--- config.mk ---
export PLATFORM = sky130hd
export DESIGN_NAME = rational_reduce
export DESIGN_NICKNAME = d
export VERILOG_FILES = /design/src/rr_pkg.sv /design/src/rr_datapath.sv /design/src/rr_ctrl.sv /design/src/rational_reduce.sv
export SDC_FILE = /design/constraint.sdc
export NUM_CORES = 1
export LEC_CHECK = 0
export ABC_AREA = 1
export ABC_CLOCK_PERIOD_IN_PS = 5080
export BUFFER_PORTS_ARGS = -buffer_cell sky130_fd_sc_hd__buf_2
export CAP_MARGIN = 20
export CORE_ASPECT_RATIO = 0.9
export CORE_MARGIN = 1
export CORE_UTILIZATION = 55
export DETAILED_ROUTE_END_ITERATION = 7
export PLACE_DENSITY = 0.83
export SLEW_MARGIN = 0
export SYNTH_ARGS = -nofsm -noshare
export SYNTH_HDL_FRONTEND = slang
export SYNTH_HIERARCHICAL = 1
export SYNTH_SLANG_ARGS = --single-unit
--- constraint.sdc ---
create_clock -name aclk -period 5.08 [get_ports aclk]
set_input_delay 0.254 -clock aclk [delete_from_list [all_inputs] [get_ports aclk]]
set_output_delay 0.254 -clock aclk [all_outputs]
set_load 0.05 [all_outputs]
--- src/rr_pkg.sv ---
// ----------------------------------------------------------------------------
// rr_pkg: shared types and codes for the fraction reduction block
// Kind and status codes, and the command/status bundles between the
// controller and the datapath.
// ----------------------------------------------------------------------------
package rr_pkg;

    localparam int KIND_W   = 2;
    localparam int STATUS_W = 2;

    // operation selector carried in s_tuser
    localparam logic [KIND_W-1:0] KIND_REDUCE = 2'd0;
    localparam logic [KIND_W-1:0] KIND_INVERT = 2'd1;
    localparam logic [KIND_W-1:0] KIND_ABS    = 2'd2;

    // result status carried in m_tuser
    localparam logic [STATUS_W-1:0] STATUS_OK        = 2'd0;
    localparam logic [STATUS_W-1:0] STATUS_BOTH_ZERO = 2'd1;
    localparam logic [STATUS_W-1:0] STATUS_OVERFLOW  = 2'd2;

    // controller -> datapath
    typedef struct packed {
        logic load;      // capture a new beat
        logic gcd_step;  // one binary gcd step
        logic div_init;  // latch divisor, clear remainders
        logic div_step;  // one restoring division step
        logic out_load;  // write the output register
    } rr_cmd_t;

    // datapath -> controller
    typedef struct packed {
        logic gcd_done;  // one operand reached zero
        logic skip_div;  // divisor zero or not representable
        logic div_last;  // final quotient bit in this step
    } rr_sts_t;

endpackage

--- src/rr_datapath.sv ---
// ----------------------------------------------------------------------------
// rr_datapath: operand registers, binary gcd and twin restoring divider
// Magnitudes are reduced by a shared subtract/shift gcd unit, then both are
// divided by the gcd one quotient bit per cycle. Holds the output register.
// ----------------------------------------------------------------------------
module rr_datapath
    import rr_pkg::*;
#(
    parameter int DATA_WIDTH = 32
) (
    input  logic                  aclk,
    input  logic [KIND_W-1:0]     kind_in,
    input  logic [DATA_WIDTH-1:0] num_in,
    input  logic [DATA_WIDTH-1:0] den_in,
    input  rr_cmd_t               cmd,
    output rr_sts_t               sts,
    output logic [DATA_WIDTH-1:0] out_num,
    output logic [DATA_WIDTH-1:0] out_den,
    output logic [STATUS_W-1:0]   out_status
);

    localparam int W     = DATA_WIDTH;
    localparam int CNT_W = $clog2(DATA_WIDTH);

    logic [W-1:0]        a_reg, a_next;
    logic [W-1:0]        b_reg, b_next;
    logic [CNT_W-1:0]    k_reg, k_next;
    logic [W-1:0]        dvs_reg;
    logic [W-1:0]        qn_reg, qn_next;
    logic [W-1:0]        qd_reg, qd_next;
    logic [W-1:0]        rn_reg, rn_next;
    logic [W-1:0]        rd_reg, rd_next;
    logic [CNT_W-1:0]    cnt_reg;
    logic                sn_reg, sd_reg, abs_reg;
    logic [STATUS_W-1:0] err_reg, err_next;
    logic [W-1:0]        out_num_reg, out_num_next;
    logic [W-1:0]        out_den_reg, out_den_next;
    logic [STATUS_W-1:0] out_status_reg, out_status_next;

    logic [W-1:0]        n_sel, d_sel, an, ad;
    logic [W-1:0]        g_odd, gm;
    logic [W-1:0]        diff_ab, diff_ba;
    logic [W:0]          rn_sh, rd_sh, rn_sub, rd_sub;
    logic                num_neg, q_ovf;

    // operand swap for inversion, then magnitudes
    always_comb begin
        n_sel = (kind_in == KIND_INVERT) ? den_in : num_in;
        d_sel = (kind_in == KIND_INVERT) ? num_in : den_in;
        an    = n_sel[W-1] ? (W'(0) - n_sel) : n_sel;
        ad    = d_sel[W-1] ? (W'(0) - d_sel) : d_sel;
    end

    // gcd: the remaining nonzero operand times the common power of two
    assign g_odd   = a_reg | b_reg;
    assign gm      = g_odd << k_reg;
    assign diff_ab = a_reg - b_reg;
    assign diff_ba = b_reg - a_reg;

    always_comb begin
        a_next = a_reg;
        b_next = b_reg;
        k_next = k_reg;
        if (cmd.load) begin
            a_next = an;
            b_next = ad;
            k_next = '0;
        end else if (cmd.gcd_step) begin
            if (!a_reg[0] && !b_reg[0]) begin
                a_next = a_reg >> 1;
                b_next = b_reg >> 1;
                k_next = k_reg + 1'b1;
            end else if (!a_reg[0]) begin
                a_next = a_reg >> 1;
            end else if (!b_reg[0]) begin
                b_next = b_reg >> 1;
            end else if (a_reg >= b_reg) begin
                a_next = diff_ab >> 1;
            end else begin
                b_next = diff_ba >> 1;
            end
        end
    end

    // restoring division of both magnitudes by the gcd
    assign rn_sh  = {rn_reg, qn_reg[W-1]};
    assign rd_sh  = {rd_reg, qd_reg[W-1]};
    assign rn_sub = rn_sh - {1'b0, dvs_reg};
    assign rd_sub = rd_sh - {1'b0, dvs_reg};

    always_comb begin
        qn_next = qn_reg;
        qd_next = qd_reg;
        rn_next = rn_reg;
        rd_next = rd_reg;
        if (cmd.load) begin
            qn_next = an;
            qd_next = ad;
        end else if (cmd.div_init) begin
            rn_next = '0;
            rd_next = '0;
        end else if (cmd.div_step) begin
            qn_next = {qn_reg[W-2:0], ~rn_sub[W]};
            qd_next = {qd_reg[W-2:0], ~rd_sub[W]};
            rn_next = rn_sub[W] ? rn_sh[W-1:0] : rn_sub[W-1:0];
            rd_next = rd_sub[W] ? rd_sh[W-1:0] : rd_sub[W-1:0];
        end
    end

    // early status once the gcd is known
    always_comb begin
        if (gm == '0) begin
            err_next = STATUS_BOTH_ZERO;
        end else if (gm[W-1]) begin
            err_next = STATUS_OVERFLOW;
        end else begin
            err_next = STATUS_OK;
        end
    end

    // sign and range of the quotients
    assign num_neg = (sn_reg != sd_reg) && (qn_reg != '0) && !abs_reg;
    assign q_ovf   = (!num_neg && qn_reg[W-1]) || qd_reg[W-1];

    always_comb begin
        out_num_next    = out_num_reg;
        out_den_next    = out_den_reg;
        out_status_next = out_status_reg;
        if (cmd.out_load) begin
            if (err_reg != STATUS_OK) begin
                out_num_next    = '0;
                out_den_next    = '0;
                out_status_next = err_reg;
            end else if (q_ovf) begin
                out_num_next    = '0;
                out_den_next    = '0;
                out_status_next = STATUS_OVERFLOW;
            end else begin
                out_num_next    = num_neg ? (W'(0) - qn_reg) : qn_reg;
                out_den_next    = qd_reg;
                out_status_next = STATUS_OK;
            end
        end
    end

    // payload registers
    always_ff @(posedge aclk) begin
        a_reg          <= a_next;
        b_reg          <= b_next;
        k_reg          <= k_next;
        qn_reg         <= qn_next;
        qd_reg         <= qd_next;
        rn_reg         <= rn_next;
        rd_reg         <= rd_next;
        out_num_reg    <= out_num_next;
        out_den_reg    <= out_den_next;
        out_status_reg <= out_status_next;
        if (cmd.load) begin
            sn_reg  <= n_sel[W-1];
            sd_reg  <= d_sel[W-1];
            abs_reg <= (kind_in == KIND_ABS);
        end
        if (cmd.div_init) begin
            dvs_reg <= gm;
            err_reg <= err_next;
            cnt_reg <= '0;
        end else if (cmd.div_step) begin
            cnt_reg <= cnt_reg + 1'b1;
        end
    end

    assign sts.gcd_done = (a_reg == '0) || (b_reg == '0);
    assign sts.skip_div = (err_next != STATUS_OK);
    assign sts.div_last = (cnt_reg == CNT_W'(DATA_WIDTH - 1));

    assign out_num    = out_num_reg;
    assign out_den    = out_den_reg;
    assign out_status = out_status_reg;

endmodule

--- src/rr_ctrl.sv ---
// ----------------------------------------------------------------------------
// rr_ctrl: sequencer for the fraction reduction block
// Steps the gcd until an operand is zero, runs the divider for one bit per
// cycle (skipped on error), then loads the output register once it is free.
// ----------------------------------------------------------------------------
module rr_ctrl
    import rr_pkg::*;
(
    input  logic    aclk,
    input  logic    aresetn,
    input  logic    s_tvalid,
    output logic    s_tready,
    output logic    m_tvalid,
    input  logic    m_tready,
    output rr_cmd_t cmd,
    input  rr_sts_t sts
);

    typedef enum logic [1:0] {
        ST_IDLE,
        ST_GCD,
        ST_DIV,
        ST_DONE
    } state_t;

    state_t state_reg, state_next;
    logic   m_valid_reg, m_valid_next;
    logic   out_free;

    assign out_free = !m_valid_reg || m_tready;

    // command decode
    always_comb begin
        cmd          = '0;
        cmd.load     = (state_reg == ST_IDLE) && s_tvalid;
        cmd.gcd_step = (state_reg == ST_GCD) && !sts.gcd_done;
        cmd.div_init = (state_reg == ST_GCD) && sts.gcd_done;
        cmd.div_step = (state_reg == ST_DIV);
        cmd.out_load = (state_reg == ST_DONE) && out_free;
    end

    // next state
    always_comb begin
        state_next = state_reg;
        unique case (state_reg)
            ST_IDLE: begin
                if (s_tvalid) state_next = ST_GCD;
            end
            ST_GCD: begin
                if (sts.gcd_done) state_next = sts.skip_div ? ST_DONE : ST_DIV;
            end
            ST_DIV: begin
                if (sts.div_last) state_next = ST_DONE;
            end
            ST_DONE: begin
                if (out_free) state_next = ST_IDLE;
            end
            default: state_next = ST_IDLE;
        endcase
    end

    // output beat valid
    always_comb begin
        if (cmd.out_load) begin
            m_valid_next = 1'b1;
        end else if (m_tready) begin
            m_valid_next = 1'b0;
        end else begin
            m_valid_next = m_valid_reg;
        end
    end

    always_ff @(posedge aclk) begin
        if (!aresetn) begin
            state_reg   <= ST_IDLE;
            m_valid_reg <= 1'b0;
        end else begin
            state_reg   <= state_next;
            m_valid_reg <= m_valid_next;
        end
    end

    assign s_tready = (state_reg == ST_IDLE);
    assign m_tvalid = m_valid_reg;

endmodule

--- src/rational_reduce.sv ---
// ----------------------------------------------------------------------------
// rational_reduce: signed fraction to lowest terms
// Input beat: s_tdata = {denominator, numerator}, s_tuser = kind (reduce,
// invert then reduce, reduce then absolute value). Output beat: m_tdata =
// {reduced_denominator, reduced_numerator}, m_tuser = status (ok, both zero,
// overflow). Each beat gets exactly one result beat, and the result
// denominator is never negative. Error results carry zero values.
// Work runs in order: capture, binary gcd steps on the shared subtract/shift
// unit, a setup step that latches the gcd as divisor, restoring division
// (both quotients in parallel, one bit each per cycle), and the write into
// the output register. Division is skipped on error.
// One beat is in work at a time; s_tready is high only while idle.
// The result waits in the output register; a new beat may be accepted and
// worked while it waits, and the finished one holds until the register frees.
// Reset (aresetn low, synchronous) drops any beat in work and clears m_tvalid.
// ----------------------------------------------------------------------------
module rational_reduce
    import rr_pkg::*;
#(
    parameter int DATA_WIDTH = 32
) (
    input  logic                                 aclk,
    input  logic                                 aresetn,
    input  logic                                 s_tvalid,
    output logic                                 s_tready,
    // numerator, denominator, zero padding to whole bytes
    input  logic [((2*DATA_WIDTH+7)/8)*8-1:0]    s_tdata,
    // kind
    input  logic [KIND_W-1:0]                    s_tuser,
    output logic                                 m_tvalid,
    input  logic                                 m_tready,
    // reduced_numerator, reduced_denominator, zero padding to whole bytes
    output logic [((2*DATA_WIDTH+7)/8)*8-1:0]    m_tdata,
    // status
    output logic [STATUS_W-1:0]                  m_tuser
);

    localparam int TDATA_W = ((2*DATA_WIDTH+7)/8)*8;

    rr_cmd_t               cmd;
    rr_sts_t               sts;
    logic [DATA_WIDTH-1:0] out_num, out_den;

    rr_datapath #(
        .DATA_WIDTH (DATA_WIDTH)
    ) u_datapath (
        .aclk       (aclk),
        .kind_in    (s_tuser),
        .num_in     (s_tdata[DATA_WIDTH-1:0]),
        .den_in     (s_tdata[2*DATA_WIDTH-1:DATA_WIDTH]),
        .cmd        (cmd),
        .sts        (sts),
        .out_num    (out_num),
        .out_den    (out_den),
        .out_status (m_tuser)
    );

    rr_ctrl u_ctrl (
        .aclk     (aclk),
        .aresetn  (aresetn),
        .s_tvalid (s_tvalid),
        .s_tready (s_tready),
        .m_tvalid (m_tvalid),
        .m_tready (m_tready),
        .cmd      (cmd),
        .sts      (sts)
    );

    assign m_tdata = TDATA_W'({out_den, out_num});

endmodule

==> reports/results.tsv, run 1 <==
stage	metric	value	unit
worst_setup_path	Crit path top cell by count	inv_1	
worst_setup_path	crit end category	register	
floorplanning	IO Pins	138	
logic_synthesis	Yosys top cell by area	edfxtp_1	
drt	First-pass DRT Iterations	6	
place	IO Port Bufs	137	
floorplanning	core area	49200	sq um
timing	fin crit share	0.755	
timing	Fin. Hold Viols	0	
logic_synthesis	ys flop type	edfxtp_1	
worst_setup_path	Worst setup SP type	register	
global_route	vias in the first global route	25837	
worst_setup_path	WS Path Type	register to register	
place	DP Worst Slack	1360	ps
drt	vias	28285	
logic_synthesis	FFs w/ async S/R, synth	0	
drt	drt via density	5.79	
final_layout	number of fill cells	4674	
timing	FMAX	0.261	GHz
global_route	GRT overflow	0	
job	Max-Cap Viols	0	
global_route	gr usage total	0.379	
global_route	first-pass GRT wire length	149000	um
power_and_ir_drop	pwr dens	685	nW/um^2
logic_synthesis	number of synthesis warnings	6	
floorplanning	Initial Util	0.558	
clock_network	clk root buf	clkbuf_16	
logic_synthesis	Mapped Avg Cell Area	6.71	sq um
place	DP Wirelength	78500	um
timing	Final Max Tran Viols	0	
final_layout	multi-input gate area in the final layout	15700	sq um
final_layout	FF/Latch Area	9120	sq um
clock_network	Reg clk slew, reported paths	70	ps
timing	PnR worst setup slack	1240	ps
timing	fin crit period	3840	ps
logic_synthesis	Mapped Cells	4095	
drt	DRT iter0 DRCs	3953	
global_route	largest net degree at the start of global routing	104	
drt	wire length per cell	20.1	um
clock_network	TritonCTS buffer count	36	
floorplanning	die area	50800	sq um
worst_setup_path	required time of the worst setup path	5360	ps
timing	Least-Margin Pin Slew	1050	ps
logic_synthesis	top post-synthesis cells by area	edfxtp_1 32%, nand2_1 18%, ha_1 7.7%	
worst_setup_path	crit-path max FO	22	
drt	final WL	98300	um
clock_network	H-tree levels	2	
worst_setup_path	WP data arrival	4110	ps
timing	final setup vio count	0	
timing	Worst Skew	16.3	ps
final_layout	ratio of cells with drive above 1 in the final layout	0.0753	
timing	Slew headroom	0.290	
logic_synthesis	register bit total from synthesis	308	
logic_synthesis	most common library cells after synthesis	1286 x nand2_1, 537 x inv_1, 424 x nor2_1	
drt	number of antenna-violating nets in the routed design	0	
power_and_ir_drop	P_leak	14.4	nW
worst_setup_path	worst stage delay on the critical path	770	ps
worst_setup_path	CP max-delay cell	nor4_1	
clock_network	clk sink count	308	
logic_synthesis	count of cell types in the netlist	51	
clock_network	CTS max path bufs	3	
timing	unrepaired setup endpoints after global routing	false	
clock_network	Clock Latency Late Sink	560	ps
run_status	status	completed	
logic_synthesis	syn nets	4339	
logic_synthesis	Post-Syn Area	27500	sq um
worst_setup_path	worst-path cell chain	inv_1 > nand4_1 > nor4_1 > nand3_1 > o32ai_1 > inv_1 > nand2_2 > inv_1 > nor2_1 > a31oi_1 > inv_1 > a31oi_4 > buf_4	
min_path	Hold Crit Class	primary input to register	
floorplanning	Die Height	214	um
timing	total negative setup slack	0	ps
logic_synthesis	most frequent cell after synthesis	nand2_1	
logic_synthesis	Yosys top cell area share	0.323	
place	Routability Congestion	1.07	
logic_synthesis	number of synthesized flops with an enable pin	295	
power_and_ir_drop	VDD IR max	0.345	mV
global_route	antenna violations before repair	1	
logic_synthesis	sequential share of the synthesized area	0.332	
floorplanning	chip width	238	um
clock_network	CTS tree	yes	
final_layout	P&R area growth vs syn	9.22	%
final_layout	nets@finish	4429	
drt	post-route DRC violation count	0	
floorplanning	Site Rows	77	
[routing by layer]
layer	share of wire	wire length [um]	track usage
met1	0.42	40900	0.525
met2	0.42	41400	0.564
met3	0.10	10200	0.0693
met4	0.058	5690	0.199
met5	0.00011	11	0
[what timing repair did]
action | in CTS | in global routing
buffers inserted | 0 | 0
resized for setup | 0 | 0
hold buffers | 3 | 0
hold endpoints to repair | 3 | 0
[layout make-up]
cell class	instances	area share
diodes	1	0.0000834
multi-input cells	3118	0.524
clock buffers	44	0.0328
flip-flops and latches	308	0.304
clock inverters	21	0.00964
well taps	671	0.0280
inverters	549	0.0688
repair buffers	172	0.0327
[layout by cell type, fill, tap and decap left out, types with 13 or more instances in the layout]
cell type,synthesis,layout
nor4_1,20,20
xor2_1,79,79
nand3_1,359,359
nand4_1,44,44
o21ai_0,228,228
buf_4,8,30
nand3b_1,24,24
clkbuf_16,0,38
o21bai_1,24,24
nand2_2,15,16
nand2_1,1286,1285
nor3_1,32,32
ha_1,170,170
o21ai_2,27,27
nor2_1,424,423
dfxtp_1,13,13
o22ai_1,16,16
a21oi_1,220,219
edfxtp_1,295,295
inv_1,537,536
buf_2,36,137
nor2_2,20,20
o21ai_1,62,62
[logic make-up (layout without fill, tap and decap cells)]
kind of cell	count (synthesis)	after routing	synth area share
other	1	2	0.000137
AND/OR/NAND/NOR	2241	2241	0.339
flip-flops	308	308	0.332
adder cells (fa/ha/maj)	174	174	0.0804
AO/OA/AOI/OAI	614	614	0.122
buffers and inverters	669	786	0.0975
XOR/XNOR	88	88	0.0281
[where the power goes]
| part | switching [mW] | internal [mW] | leakage (nW) |
|---|---|---|---|
| clock network | 1.14 | 1.70 | 0.615 |
| logic | 9.21 | 3.64 | 10.9 |
| registers | 0.625 | 4.24 | 2.88 |
[worst paths after layout]
path                    startpoint                    end  slack (ps)  depth (start not counted)
max            u_datapath/b_reg[1]    u_datapath/b_reg[2]        1240                         13
min                     s_tuser[0]     u_datapath/abs_reg          60                          2
max reg2reg    u_datapath/b_reg[1]    u_datapath/b_reg[2]        1240                         13
min reg2reg  u_datapath/cnt_reg[4]  u_datapath/cnt_reg[4]         460                          2
[worst max-delay path, delay by kind of cell (launching register included)]
| kind | cells | cell delay, ps |
|---|---|---|
| AOI/OAI and AO/OA | 3 | 610 |
| DFF | 1 | 430 |
| and+or+nand+nor | 5 | 1560 |
| buffers and inverters | 5 | 920 |
[stage by stage]
stage	cell area (sq um)	hold slack (ps)	total power, mW	instances	utilization
after floorplan	27500	374	13.3	4095	-
after global placement	28700	442	17.1	4814	0.582
after detailed placement	28700	445	17.2	4814	0.582
after CTS	30000	40.6	20.1	4882	0.609
after global routing	30000	56.5	21.9	4883	0.609
final	30000	61.6	20.5	4884	0.609
Power figures use the tool's default switching activity.
==> inputs of run 2 (changes only) <==
- ABC_AREA: 1 -> 0
- ABC_CLOCK_PERIOD_IN_PS: 5080 -> 3690
- PLACE_DENSITY: 0.83 -> 0.8
- clock period: 5.08 -> 3.69 ns (I/O delays scaled with it)
==> reports/results.tsv, run 2 <==
stage	metric	value	unit	change
logic_synthesis	count of cell types in the netlist	91		+78%
global_route	met3 usage	0.0637		-0.00553
clock_network	H-tree levels	2		unchanged
clock_network	Reg clk slew, reported paths	60	ps	about the same
logic_synthesis	sequential share of the synthesized area	0.359		+0.0265
global_route	GR Util met2	0.549		-0.0153
final_layout	Final Non-Filler Cells	3607		-26%
final_layout	P&R area growth vs syn	13.9	%	
final_layout	multi-input gate area in the final layout	15000	sq um	-4.5%
logic_synthesis	Yosys top cell area share	0.348		+0.0257
power_and_ir_drop	Pwr Total	27.2	mW	+32%
floorplanning	Initial Util	0.559		+0.00167
global_route	met1 global-route usage	0.436		-0.0888
timing	Least-Margin Pin Slew	895	ps	-160 ps
drt	First-pass DRT Iterations	6		unchanged
place	Routability Congestion	1.02		-4.5%
timing	final setup vio count	0		unchanged
worst_setup_path	worst-path cell chain	ha_1 > fa_1 > nand2b_1 > a21oi_2 > o221ai_2 > o311a_4 > nor4_4 > nor2_1 > a211oi_4 > buf_4 > buf_12 > mux2_2 > nor2_1		
min_path	Hold Crit Class	primary input to register		
clock_network	CTS tree	yes		
floorplanning	core area	45500	sq um	-7.7%
floorplanning	Site Rows	74		-3.9%
run_status	status	completed		
logic_synthesis	register bit total from synthesis	308		unchanged
final_layout	number of fill cells	3676		-21%
worst_setup_path	crit-path max FO	15		-32%
global_route	GRT overflow	0		unchanged
logic_synthesis	Yosys top cell by area	edfxtp_1		
global_route	most crowded layer after global routing	met2		
clock_network	clk sink count	308		unchanged
power_and_ir_drop	pwr dens	938	nW/um^2	+37%
timing	fin crit share	0.960		+0.205
timing	Final Max Tran Viols	0		unchanged
place	placed cells	3537		-27%
logic_synthesis	top post-synthesis cells by area	edfxtp_1 35%, ha_1 8.4%, mux2i_1 5.9%		
place	DP Wirelength	62000	um	-21%
drt	wire length per cell	22.6	um	+12%
floorplanning	IO Pins	138		unchanged
global_route	first-pass GRT wire length	125000	um	-16%
drt	number of antenna-violating nets in the routed design	0		unchanged
worst_setup_path	worst stage delay on the critical path	420	ps	-350 ps
global_route	largest net degree at the start of global routing	85		-18%
timing	Worst Skew	31.7	ps	+15.5 ps
global_route	vias in the first global route	22315		-14%
place	DP Worst Slack	-0.981	ps	-1360 ps
final_layout	FF/Latch Area	9120	sq um	about the same
worst_setup_path	WP data arrival	3940	ps	-170 ps
timing	PnR worst setup slack	146	ps	-1100 ps
place	placed cell area	27600	sq um	-3.7%
timing	FMAX	0.282	GHz	+8.2%
worst_setup_path	WS Path Type	register to register		
final_layout	most common cell after layout, fill and taps aside	edfxtp_1		
timing	Slew headroom	0.397		+0.108
drt	final WL	81400	um	-17%
logic_synthesis	number of synthesized flops with an enable pin	295		unchanged
global_route	gr usage total	0.339		-0.0402
worst_setup_path	Crit path top cell by count	nor2_1		
clock_network	Clock Latency Late Sink	560	ps	about the same
worst_setup_path	required time of the worst setup path	4080	ps	-1280 ps
worst_setup_path	Worst setup SP type	register		
place	IO Port Bufs	137		unchanged
final_layout	design area	29000	sq um	-3.4%
logic_synthesis	Mapped Cells	2779		-32%
final_layout	commonest cells after routing, fill and taps aside	295 x edfxtp_1, 267 x nor2_1, 217 x a21oi_1		
drt	vias	23303		-18%
timing	fin crit period	3540	ps	-292 ps
logic_synthesis	FFs w/ async S/R, synth	0		unchanged
logic_synthesis	Post-Syn Area	25400	sq um	-7.4%
drt	DRT iter0 DRCs	2694		-32%
global_route	antenna violations before repair	2		+1
drt	post-route DRC violation count	0		unchanged
logic_synthesis	most common library cells after synthesis	295 x edfxtp_1, 268 x nor2_1, 220 x a21oi_1		
floorplanning	die area	47100	sq um	-7.3%
worst_setup_path	crit end category	register		
worst_setup_path	CP max-delay cell	o311a_4		
logic_synthesis	ys flop type	edfxtp_1		
logic_synthesis	most frequent cell after synthesis	edfxtp_1		
timing	total negative setup slack	0	ps	unchanged
power_and_ir_drop	VDD IR max	0.455	mV	+32%
floorplanning	chip width	229	um	-3.7%
floorplanning	Die Height	206	um	-3.7%
final_layout	nets@finish	3216		-27%
drt	drt via density	6.46		+12%
clock_network	clk root buf	clkbuf_16		
power_and_ir_drop	P_leak	11.9	nW	-17%
logic_synthesis	Mapped Avg Cell Area	9.15	sq um	+36%
clock_network	CTS max path bufs	3		unchanged
final_layout	ratio of cells with drive above 1 in the final layout	0.155		+0.0796
logic_synthesis	syn nets	3023		-30%
logic_synthesis	number of synthesis warnings	6		unchanged
clock_network	TritonCTS buffer count	36		unchanged
job	Max-Cap Viols	0		unchanged
timing	Fin. Hold Viols	0		unchanged
[run 2: worst paths after layout]
check                           cells after the start              endpoint                   from  slack, ps
worst max register to register                     13  u_datapath/rd_reg[1]  u_datapath/dvs_reg[0]        150
worst min-delay path                                2    u_datapath/abs_reg             s_tuser[1]         80
worst min register to register                      2   u_ctrl/state_reg[1]    u_ctrl/state_reg[1]        510
worst max-delay path                               13  u_datapath/rd_reg[1]  u_datapath/dvs_reg[0]        150
[run 2: final cells by class]
cell class	count	share of cell area
Antenna cell	2	0.000173
Clock buffer	46	0.0338
Clock inverter	17	0.00696
Inverter	211	0.0274
Multi-Input combinational cell	2117	0.518
Sequential cell	308	0.315
Tap cell	608	0.0263
Timing Repair Buffer	298	0.0722
[run 2: stage by stage]
step / hold WS [ps] / utilization
after floorplan: 302 / -
after CTS: 48.7 / 0.635
after global routing: 72.7 / 0.637
after global placement: 479 / 0.608
after detailed placement: 502 / 0.608
final: 77.3 / 0.637
[run 2: kinds of logic (layout without fill, tap and decap cells)]
logic type | Yosys count | in the layout | share of synthesized area
other | 1 | 3 | 0.000147
XOR/XNOR | 189 | 189 | 0.0651
buffers and inverters | 354 | 572 | 0.0561
multiplexers | 210 | 210 | 0.101
AND/OR/NAND/NOR | 848 | 848 | 0.162
flip-flops | 308 | 308 | 0.359
adder cells (fa/ha/maj) | 174 | 174 | 0.0868
AO/OA/AOI/OAI | 695 | 695 | 0.170
[run 2: layer usage]
metal | wire length, um | vias to the layer above
li1 | - | 10541
met1 | 32200 | 11157
met2 | 37200 | 1391
met3 | 8070 | 214
met4 | 3960 | 0
met5 | 0 | -
[run 2: power breakdown]
group,switching [mW],leakage (nW),internal [mW]
Clock,1.49,0.575,2.17
Sequential,0.811,2.88,5.68
Combinational,10.4,8.45,6.60
Total,12.7,11.9,14.4
[run 2: worst max-delay path: cells and delay by family (launching register included)]
| family | cells | cell delay, ps |
|---|---|---|
| AOI/OAI and AO/OA | 4 | 1070 |
| adders and majority gates | 2 | 660 |
| and+or+nand+nor | 4 | 550 |
| DFF | 1 | 410 |
| muxes | 1 | 350 |
| buffers and inverters | 2 | 340 |
[run 2: timing repair]
item                       4_1_cts  5_1_grt
hold endpoints to repair         4        0
cloned                           1        1
setup endpoints to repair        1       45
hold buffers                     2        0
setup buffers                    1        0
pin swaps                        1        6
gates resized for setup          2       10
